==> src/rtl/wfts_pkg.sv <==
// Package for the windowed frame timing statistics block: control types and constants.
// No dependencies.
package wfts_pkg;

    // Reset value of the window length register, in microseconds
    localparam logic [31:0] WINDOW_RESET = 32'd2000000;

    // Bits of quotient produced by the serial divider, one per cycle
    localparam int DIV_STEPS = 64;
    localparam int DIV_CNT_W = $clog2(DIV_STEPS);

    // Commands from the controller to the datapath
    typedef struct packed {
        logic accept;    // input beat accepted this cycle
        logic div_load;  // report: snapshot and start division
        logic div_step;  // one divider iteration
        logic out_load;  // move finished report into output register
    } t_wfts_cmd;

    // Status from the datapath to the controller
    typedef struct packed {
        logic report;    // current input closes the window
    } t_wfts_sts;

endpackage

==> src/rtl/wfts_div_lane.sv <==
// One lane of the restoring serial divider: 64-bit dividend over 32-bit divisor.
// Depends on wfts_pkg (DIV_STEPS).
module wfts_div_lane
    import wfts_pkg::*;
(
    input  logic                 i_clk,
    input  logic                 i_load,
    input  logic                 i_step,
    input  logic [DIV_STEPS-1:0] i_dividend,
    input  logic [31:0]          i_divisor,
    output logic [DIV_STEPS-1:0] o_quotient
);

    logic [DIV_STEPS-1:0] r_quot;
    logic [31:0]          r_rem;
    logic [31:0]          r_div;
    logic [32:0]          rem_sh;
    logic [32:0]          rem_sub;
    logic                 fits;

    // Shift in the next dividend bit and trial-subtract
    always_comb begin
        rem_sh  = {r_rem, r_quot[DIV_STEPS-1]};
        rem_sub = rem_sh - {1'b0, r_div};
        fits    = (rem_sh >= {1'b0, r_div});
    end

    // Quotient shifts in from the low end as the dividend leaves the top
    always_ff @(posedge i_clk) begin
        if (i_load) begin
            r_quot <= i_dividend;
            r_rem  <= '0;
            r_div  <= i_divisor;
        end else if (i_step) begin
            r_quot <= {r_quot[DIV_STEPS-2:0], fits};
            r_rem  <= fits ? rem_sub[31:0] : rem_sh[31:0];
        end
    end

    assign o_quotient = r_quot;

endmodule

==> src/rtl/wfts_datapath.sv <==
// Datapath of the frame timing statistics block: window register, running sums,
// peaks, counters, four divider lanes and the output register. Depends on wfts_pkg.
module wfts_datapath
    import wfts_pkg::*;
(
    input  logic        i_clk,
    input  logic        i_rst_n,
    input  t_wfts_cmd   i_cmd,
    output t_wfts_sts   o_sts,
    input  logic        i_cfg_wr,
    input  logic [31:0] i_cfg_data,
    input  logic [47:0] i_timestamp_us,
    input  logic [31:0] i_queue_wait_us,
    input  logic [31:0] i_encode_us,
    input  logic [31:0] i_send_us,
    input  logic [23:0] i_frame_bytes,
    input  logic        i_used_fallback,
    output logic [31:0] o_frames,
    output logic [31:0] o_wait_average,
    output logic [31:0] o_wait_maximum,
    output logic [31:0] o_encode_average,
    output logic [31:0] o_encode_maximum,
    output logic [31:0] o_send_average,
    output logic [31:0] o_send_maximum,
    output logic [23:0] o_size_average,
    output logic [31:0] o_fallbacks
);

    // Configuration and window state
    logic [31:0] r_window_len;
    logic [47:0] r_start;
    logic [63:0] r_wait_sum, r_encode_sum, r_send_sum, r_size_sum;
    logic [31:0] r_wait_peak, r_encode_peak, r_send_peak;
    logic [31:0] r_count, r_fb_count;

    // Report snapshot held during division
    logic [31:0] r_snap_frames, r_snap_fb;
    logic [31:0] r_snap_wait_pk, r_snap_encode_pk, r_snap_send_pk;

    // Updated values for the current beat
    logic [47:0] start_eff;
    logic [48:0] diff;
    logic [63:0] n_wait_sum, n_encode_sum, n_send_sum, n_size_sum;
    logic [31:0] n_wait_peak, n_encode_peak, n_send_peak;
    logic [31:0] n_count, n_fb_count;

    logic [63:0] q_wait, q_encode, q_send, q_size;
    logic        zero_frames;

    // Arm, accumulate and window test
    always_comb begin
        start_eff     = (r_start == '0) ? i_timestamp_us : r_start;
        diff          = {1'b0, i_timestamp_us} - {1'b0, start_eff};
        n_wait_sum    = r_wait_sum + {32'd0, i_queue_wait_us};
        n_encode_sum  = r_encode_sum + {32'd0, i_encode_us};
        n_send_sum    = r_send_sum + {32'd0, i_send_us};
        n_size_sum    = r_size_sum + {40'd0, i_frame_bytes};
        n_count       = r_count + 32'd1;
        n_fb_count    = r_fb_count + {31'd0, i_used_fallback};
        n_wait_peak   = (i_queue_wait_us > r_wait_peak) ? i_queue_wait_us : r_wait_peak;
        n_encode_peak = (i_encode_us > r_encode_peak) ? i_encode_us : r_encode_peak;
        n_send_peak   = (i_send_us > r_send_peak) ? i_send_us : r_send_peak;
        // a timestamp behind the start gives a negative difference: no report
        o_sts.report  = !diff[48] && (diff[47:0] >= {16'd0, r_window_len});
    end

    // Window length register
    always_ff @(posedge i_clk) begin
        if (!i_rst_n) begin
            r_window_len <= WINDOW_RESET;
        end else if (i_cfg_wr) begin
            r_window_len <= i_cfg_data;
        end
    end

    // Running statistics: update, or clear and restart on a report
    always_ff @(posedge i_clk) begin
        if (!i_rst_n) begin
            r_start       <= '0;
            r_wait_sum    <= '0;
            r_encode_sum  <= '0;
            r_send_sum    <= '0;
            r_size_sum    <= '0;
            r_wait_peak   <= '0;
            r_encode_peak <= '0;
            r_send_peak   <= '0;
            r_count       <= '0;
            r_fb_count    <= '0;
        end else if (i_cmd.accept) begin
            if (o_sts.report) begin
                r_start       <= i_timestamp_us;
                r_wait_sum    <= '0;
                r_encode_sum  <= '0;
                r_send_sum    <= '0;
                r_size_sum    <= '0;
                r_wait_peak   <= '0;
                r_encode_peak <= '0;
                r_send_peak   <= '0;
                r_count       <= '0;
                r_fb_count    <= '0;
            end else begin
                r_start       <= start_eff;
                r_wait_sum    <= n_wait_sum;
                r_encode_sum  <= n_encode_sum;
                r_send_sum    <= n_send_sum;
                r_size_sum    <= n_size_sum;
                r_wait_peak   <= n_wait_peak;
                r_encode_peak <= n_encode_peak;
                r_send_peak   <= n_send_peak;
                r_count       <= n_count;
                r_fb_count    <= n_fb_count;
            end
        end
    end

    // Snapshot of the closed window's counts and peaks
    always_ff @(posedge i_clk) begin
        if (i_cmd.div_load) begin
            r_snap_frames    <= n_count;
            r_snap_fb        <= n_fb_count;
            r_snap_wait_pk   <= n_wait_peak;
            r_snap_encode_pk <= n_encode_peak;
            r_snap_send_pk   <= n_send_peak;
        end
    end

    // Four divider lanes sharing one iteration count
    wfts_div_lane u_div_wait (
        .i_clk(i_clk), .i_load(i_cmd.div_load), .i_step(i_cmd.div_step),
        .i_dividend(n_wait_sum), .i_divisor(n_count), .o_quotient(q_wait)
    );
    wfts_div_lane u_div_encode (
        .i_clk(i_clk), .i_load(i_cmd.div_load), .i_step(i_cmd.div_step),
        .i_dividend(n_encode_sum), .i_divisor(n_count), .o_quotient(q_encode)
    );
    wfts_div_lane u_div_send (
        .i_clk(i_clk), .i_load(i_cmd.div_load), .i_step(i_cmd.div_step),
        .i_dividend(n_send_sum), .i_divisor(n_count), .o_quotient(q_send)
    );
    wfts_div_lane u_div_size (
        .i_clk(i_clk), .i_load(i_cmd.div_load), .i_step(i_cmd.div_step),
        .i_dividend(n_size_sum), .i_divisor(n_count), .o_quotient(q_size)
    );

    // Count wrapped to zero: averages report as zero
    assign zero_frames = (r_snap_frames == '0);

    // Output register
    always_ff @(posedge i_clk) begin
        if (i_cmd.out_load) begin
            o_frames         <= r_snap_frames;
            o_wait_average   <= zero_frames ? 32'd0 : q_wait[31:0];
            o_wait_maximum   <= r_snap_wait_pk;
            o_encode_average <= zero_frames ? 32'd0 : q_encode[31:0];
            o_encode_maximum <= r_snap_encode_pk;
            o_send_average   <= zero_frames ? 32'd0 : q_send[31:0];
            o_send_maximum   <= r_snap_send_pk;
            o_size_average   <= zero_frames ? 24'd0 : q_size[23:0];
            o_fallbacks      <= r_snap_fb;
        end
    end

endmodule

==> src/rtl/wfts_ctrl.sv <==
// Controller of the frame timing statistics block: input handshake, divider
// sequencing and output valid. Depends on wfts_pkg.
module wfts_ctrl
    import wfts_pkg::*;
(
    input  logic      i_clk,
    input  logic      i_rst_n,
    input  logic      i_valid,
    output logic      o_ready,
    output logic      o_valid,
    input  logic      i_ready,
    input  t_wfts_sts i_sts,
    output t_wfts_cmd o_cmd
);

    localparam logic [1:0] ST_IDLE = 2'd0;
    localparam logic [1:0] ST_DIV  = 2'd1;
    localparam logic [1:0] ST_LOAD = 2'd2;

    localparam logic [DIV_CNT_W-1:0] CNT_LAST = DIV_CNT_W'(DIV_STEPS - 1);

    logic [1:0]           r_state, n_state;
    logic [DIV_CNT_W-1:0] r_cnt, n_cnt;
    logic                 r_out_valid, n_out_valid;

    assign o_ready = (r_state == ST_IDLE);
    assign o_valid = r_out_valid;

    // Next state and commands
    always_comb begin
        n_state        = r_state;
        n_cnt          = r_cnt;
        o_cmd          = '0;
        o_cmd.accept   = i_valid && o_ready;
        case (r_state)
            ST_IDLE: begin
                if (o_cmd.accept && i_sts.report) begin
                    o_cmd.div_load = 1'b1;
                    n_cnt          = '0;
                    n_state        = ST_DIV;
                end
            end
            ST_DIV: begin
                o_cmd.div_step = 1'b1;
                n_cnt          = r_cnt + 1'b1;
                if (r_cnt == CNT_LAST) begin
                    n_state = ST_LOAD;
                end
            end
            ST_LOAD: begin
                // wait for the output register to be free
                if (!r_out_valid || i_ready) begin
                    o_cmd.out_load = 1'b1;
                    n_state        = ST_IDLE;
                end
            end
            default: begin
                n_state = ST_IDLE;
            end
        endcase
        n_out_valid = o_cmd.out_load ? 1'b1 : (i_ready ? 1'b0 : r_out_valid);
    end

    always_ff @(posedge i_clk) begin
        if (!i_rst_n) begin
            r_state     <= ST_IDLE;
            r_cnt       <= '0;
            r_out_valid <= 1'b0;
        end else begin
            r_state     <= n_state;
            r_cnt       <= n_cnt;
            r_out_valid <= n_out_valid;
        end
    end

endmodule

==> src/rtl/windowed_frame_timing_statistics.sv <==
// Top level of the windowed frame timing statistics block.
// Depends on wfts_pkg, wfts_ctrl, wfts_datapath and wfts_div_lane.
//
// Usage:
//   Input channel (i_valid/o_ready) takes one record per frame. Output channel
//   (o_valid/i_ready) gives one report beat when a record's timestamp lies at
//   least the window length past the window start. Config channel
//   (i_cfg_valid/o_cfg_ready) writes the window length, always ready; the user
//   must see it is written only while the block is idle (not enforced).
// Operation:
//   A record that closes no window only updates the statistics; o_ready stays high.
//   A record that closes a window is accepted, then divided in the restoring
//   divider (one quotient bit per cycle, four lanes in step) and moved into
//   the output register once free; o_ready is low until the report appears.
// Reset:
//   Synchronous, active low. Window length returns to 2000000 us, all sums,
//   peaks and counts clear, the window is unarmed, no report is pending.
// Stall:
//   A report waits in the output register while i_ready is low; records are
//   still taken, and the next report holds in the divider until it is free.
module windowed_frame_timing_statistics
    import wfts_pkg::*;
(
    input  logic        i_clk,
    input  logic        i_rst_n,
    input  logic        i_cfg_valid,
    output logic        o_cfg_ready,
    input  logic [31:0] i_cfg_data,
    input  logic        i_valid,
    output logic        o_ready,
    input  logic [47:0] i_timestamp_us,
    input  logic [31:0] i_queue_wait_us,
    input  logic [31:0] i_encode_us,
    input  logic [31:0] i_send_us,
    input  logic [23:0] i_frame_bytes,
    input  logic        i_used_fallback,
    output logic        o_valid,
    input  logic        i_ready,
    output logic [31:0] o_frames,
    output logic [31:0] o_wait_average,
    output logic [31:0] o_wait_maximum,
    output logic [31:0] o_encode_average,
    output logic [31:0] o_encode_maximum,
    output logic [31:0] o_send_average,
    output logic [31:0] o_send_maximum,
    output logic [23:0] o_size_average,
    output logic [31:0] o_fallbacks
);

    t_wfts_cmd cmd;
    t_wfts_sts sts;

    assign o_cfg_ready = 1'b1;

    wfts_ctrl u_ctrl (
        .i_clk   (i_clk),
        .i_rst_n (i_rst_n),
        .i_valid (i_valid),
        .o_ready (o_ready),
        .o_valid (o_valid),
        .i_ready (i_ready),
        .i_sts   (sts),
        .o_cmd   (cmd)
    );

    wfts_datapath u_dp (
        .i_clk            (i_clk),
        .i_rst_n          (i_rst_n),
        .i_cmd            (cmd),
        .o_sts            (sts),
        .i_cfg_wr         (i_cfg_valid),
        .i_cfg_data       (i_cfg_data),
        .i_timestamp_us   (i_timestamp_us),
        .i_queue_wait_us  (i_queue_wait_us),
        .i_encode_us      (i_encode_us),
        .i_send_us        (i_send_us),
        .i_frame_bytes    (i_frame_bytes),
        .i_used_fallback  (i_used_fallback),
        .o_frames         (o_frames),
        .o_wait_average   (o_wait_average),
        .o_wait_maximum   (o_wait_maximum),
        .o_encode_average (o_encode_average),
        .o_encode_maximum (o_encode_maximum),
        .o_send_average   (o_send_average),
        .o_send_maximum   (o_send_maximum),
        .o_size_average   (o_size_average),
        .o_fallbacks      (o_fallbacks)
    );

endmodule

==> config.mk <==
export PLATFORM = sky130hd
export DESIGN_NAME = windowed_frame_timing_statistics
export DESIGN_NICKNAME = d
export VERILOG_FILES = /design/src/rtl/wfts_pkg.sv /design/src/rtl/wfts_div_lane.sv /design/src/rtl/wfts_datapath.sv /design/src/rtl/wfts_ctrl.sv /design/src/rtl/windowed_frame_timing_statistics.sv
export SDC_FILE = /design/constraint.sdc
export NUM_CORES = 2
export LEC_CHECK = 0
export BUFFER_PORTS_ARGS = -buffer_cell sky130_fd_sc_hd__buf_2
export CORE_AREA = 2 2 398 301
export DETAILED_ROUTE_END_ITERATION = 12
export DIE_AREA = 0 0 400 303
export PLACE_DENSITY_LB_ADDON = 0.05
export SLEW_MARGIN = 20
export SYNTH_ARGS = -nofsm -noshare
export SYNTH_HDL_FRONTEND = slang
export SYNTH_SLANG_ARGS = --single-unit
==> constraint.sdc <==
create_clock -name i_clk -period 17.8 [get_ports i_clk]
set_input_delay 0.89 -clock i_clk [delete_from_list [all_inputs] [get_ports i_clk]]
set_output_delay 0.89 -clock i_clk [all_outputs]
set_load 0.05 [all_outputs]
==> qor.yml <==
outcome:
  status: "finished, final reports clean"
clocking:
  cts_buffers: 135
  cts_hold_buf: 0
  cts_sinks: 1329
  path_clk_slew_ps: 60
  cts_resized: 0
  insertion_delay_ps: 760
  cts-root-buf: "clkbuf_16"
  htreeDepth: 4
  cts.path.max_buffers: 3
  cts_tree: "yes"
  post-cts-setup-buffers: 0
placement:
  dp.final_hpwl_um: 123000
  port_buffers: 487
  gp_congestion: 0.914
  dp.cells: 8551
final_layout:
  final_net_count: 7773
  final_cell_mix: "696 x edfxtp_1, 633 x dfxtp_1, 538 x nand2_1"
  layout-drive-gt1-share: 0.140
  fillCellCount: 9238
  final_common_cell: "edfxtp_1"
  area_growth_pct: 11.4
  multiInputGateArea_mm2: 0.0341
  seq_area_mm2: 0.0336
  fin_cells: 8803
setup_path:
  r2r_setup_slack_ps: 6810
  criticalPathCategory: "reg -> reg"
  arrival_ps: 11690
  crit_path_top_delay_cell: "nor3_4"
  required_ps: 18490
  start_kind: "flip-flop"
  worst_setup_path_end_kind: "flip-flop"
  crit_fanout: 76
  cpMostUsedCell: "buf_4"
  slowest_delay_ps: 870
route:
  first_iter_violations: 4367
  drtPass1Iterations: 6
  wirelength_um: 179000
  num_vias: 52300
  detail-route-antenna-nets: 0
  avgRoutedWirePerCell_um: 20.3
  viasPerCell: 5.94
  drc: 0
grt:
  grt_pass1_vias: 48600
  grt_overflow: 0
  grt_pass1_wl_um: 274000
  grt_max_degree: 202
  grtUsageTotal: 0.285
  antenna_found_initial: 5
power:
  peakVddDrop_uv: 98.8
  leakagePower_nw: 30.8
  power_mw: 9.32
  power_density_mw_per_mm2: 119
synthesis:
  synth-simple-area-share: 0.133
  synth_warnings: 0
  synth_top_family_by_area: "compound AO/OA/AOI/OAI gates"
  synth_fp_nets: 7406
  synth.distinct_cells: 88
  synth_compound_area_frac: 0.161
  postSynthCellCount: 6768
  async_flop_share: 0
  ys_seq_area_frac: 0.480
  synthAdderAreaFrac: 0.0782
  syn_area_mm2: 0.0700
  ys_ff_latch: 1329
  synth_top_flop_cell: "edfxtp_1"
  syn_area_per_cell_um2: 10.3
  synthMuxAreaShare: 0.0443
  synth-edff-count: 696
  synth_xor_area_frac: 0.0686
timing:
  max_slew_margin: 0.245
  fmax_ghz: 0.0910
  tightest_slew_ps: 1130
  setup_viol: 0
  skew_ps: 20.1
  fin_tns_setup_ps: 0
  whs_ps: 346
  period_share: 0.618
  rsz0062_at_grt: "no"
  finalHoldViolations: 0
  fin_crit_ps: 10990
  maxSlewViolCount: 0
run:
  maxCapViolations: 0
floorplanning:
  die_area_mm2: 0.121
  ios: 489
  start_util: 0.597
  rows: 109
  die_y_um: 303
  fp.dieW_um: 400
  core-area_mm2: 0.117
min_path:
  hold_path.class: "in -> reg"
-- registers in the layout (all words and copies together) (netlist names), 48 cells and up --
signal                        count
u_dp.u_div_wait.o_quotient       64
u_dp.u_div_send.o_quotient       64
u_dp.r_send_sum                  64
u_dp.r_encode_sum                64
u_dp.r_start                     48
u_dp.u_div_encode.o_quotient     64
u_dp.u_div_size.o_quotient       64
u_dp.r_size_sum                  64
u_dp.r_wait_sum                  64
-- per-stage QoR --
step | cell area (um^2) | util | setup slack, ps
6_report | 78000 | 0.665 | 6810
5_1_grt | 78000 | 0.665 | 6050
4_1_cts | 78000 | 0.665 | 6920
3_5_place_dp | 73500 | 0.627 | 6920
3_3_place_gp | 73500 | 0.626 | 6550
2_1_floorplan | 70000 | - | 3580
-- final timing paths --
kind,start,to,cells after the start
worst max-delay path,u_dp.r_start[18],u_dp.r_send_sum[20],29
worst min-delay path,i_cfg_data[15],u_dp.r_window_len[15],3
worst max register to register,u_dp.r_start[18],u_dp.r_send_sum[20],29
worst min register to register,u_dp.r_snap_fb[9],u_dp.o_fallbacks[9],0
-- metal layers --
layer | GRT usage | routed length [um]
met1 | 0.428 | 86000
met2 | 0.429 | 77900
met3 | 0.0421 | 10600
met4 | 0.0816 | 3940
met5 | 0 | 18
-- worst max-delay path, delay by kind of cell (launching register included) --
family | cells | cell delay [ps]
AOI/OAI and AO/OA | 11 | 3150
xor gates and xnor gates | 1 | 170
adders and majority gates | 2 | 570
buffers and inverters | 3 | 1920
DFF | 1 | 320
and+or+nand+nor | 12 | 4560
-- kinds of logic (layout without fill, tap and decap cells) --
group,after synthesis,count (layout)
and+or+nand+nor,1921,1921
AOI/OAI and AO/OA,1685,1685
DFF,1329,1329
buffers and inverters,568,1044
xor gates and xnor gates,548,548
adders and majority gates,432,432
muxes,284,284
other,1,6
-- cell usage after synthesis, types with 31 or more instances --
library cell | instances | area, um^2
nand4_1 | 94 | 588
ha_1 | 423 | 5290
mux2_2 | 205 | 2310
a21o_1 | 159 | 1190
a21oi_1 | 348 | 1740
mux2i_1 | 79 | 791
and3_1 | 87 | 544
o2bb2ai_1 | 31 | 272
nand3_1 | 205 | 1030
inv_1 | 264 | 991
clkbuf_1 | 187 | 702
nand2b_1 | 71 | 444
buf_2 | 43 | 215
xnor2_1 | 320 | 2800
edfxtp_1 | 696 | 20900
a31oi_1 | 35 | 219
dfxtp_1 | 633 | 12700
nor3_1 | 96 | 480
nand2_1 | 541 | 2030
xor2_1 | 228 | 2000
nor2_1 | 447 | 1680
a22o_1 | 319 | 2790
o21bai_1 | 38 | 285
or3_1 | 38 | 238
nor4_1 | 51 | 319
and2_1 | 31 | 194
nor2b_1 | 194 | 1210
o21a_1 | 64 | 480
o21ai_0 | 428 | 2140
-- area by class of cell --
type,count,area share
multi-input combinational,4871,0.437
sequential,1329,0.430
clock buffer,185,0.0490
timing repair buffer,533,0.0367
tap,1554,0.0249
inverter,265,0.0129
clock inverter,61,0.00863
antenna,5,0.000160
-- report_power, final --
group | total (mW) | switching (mW) | internal (mW)
combinational | 2.60 | 1.53 | 1.07
clock | 2.90 | 1.24 | 1.66
sequential | 3.82 | 0.191 | 3.62
total | 9.32 | 2.96 | 6.36
(Power assumes the default switching activity.)
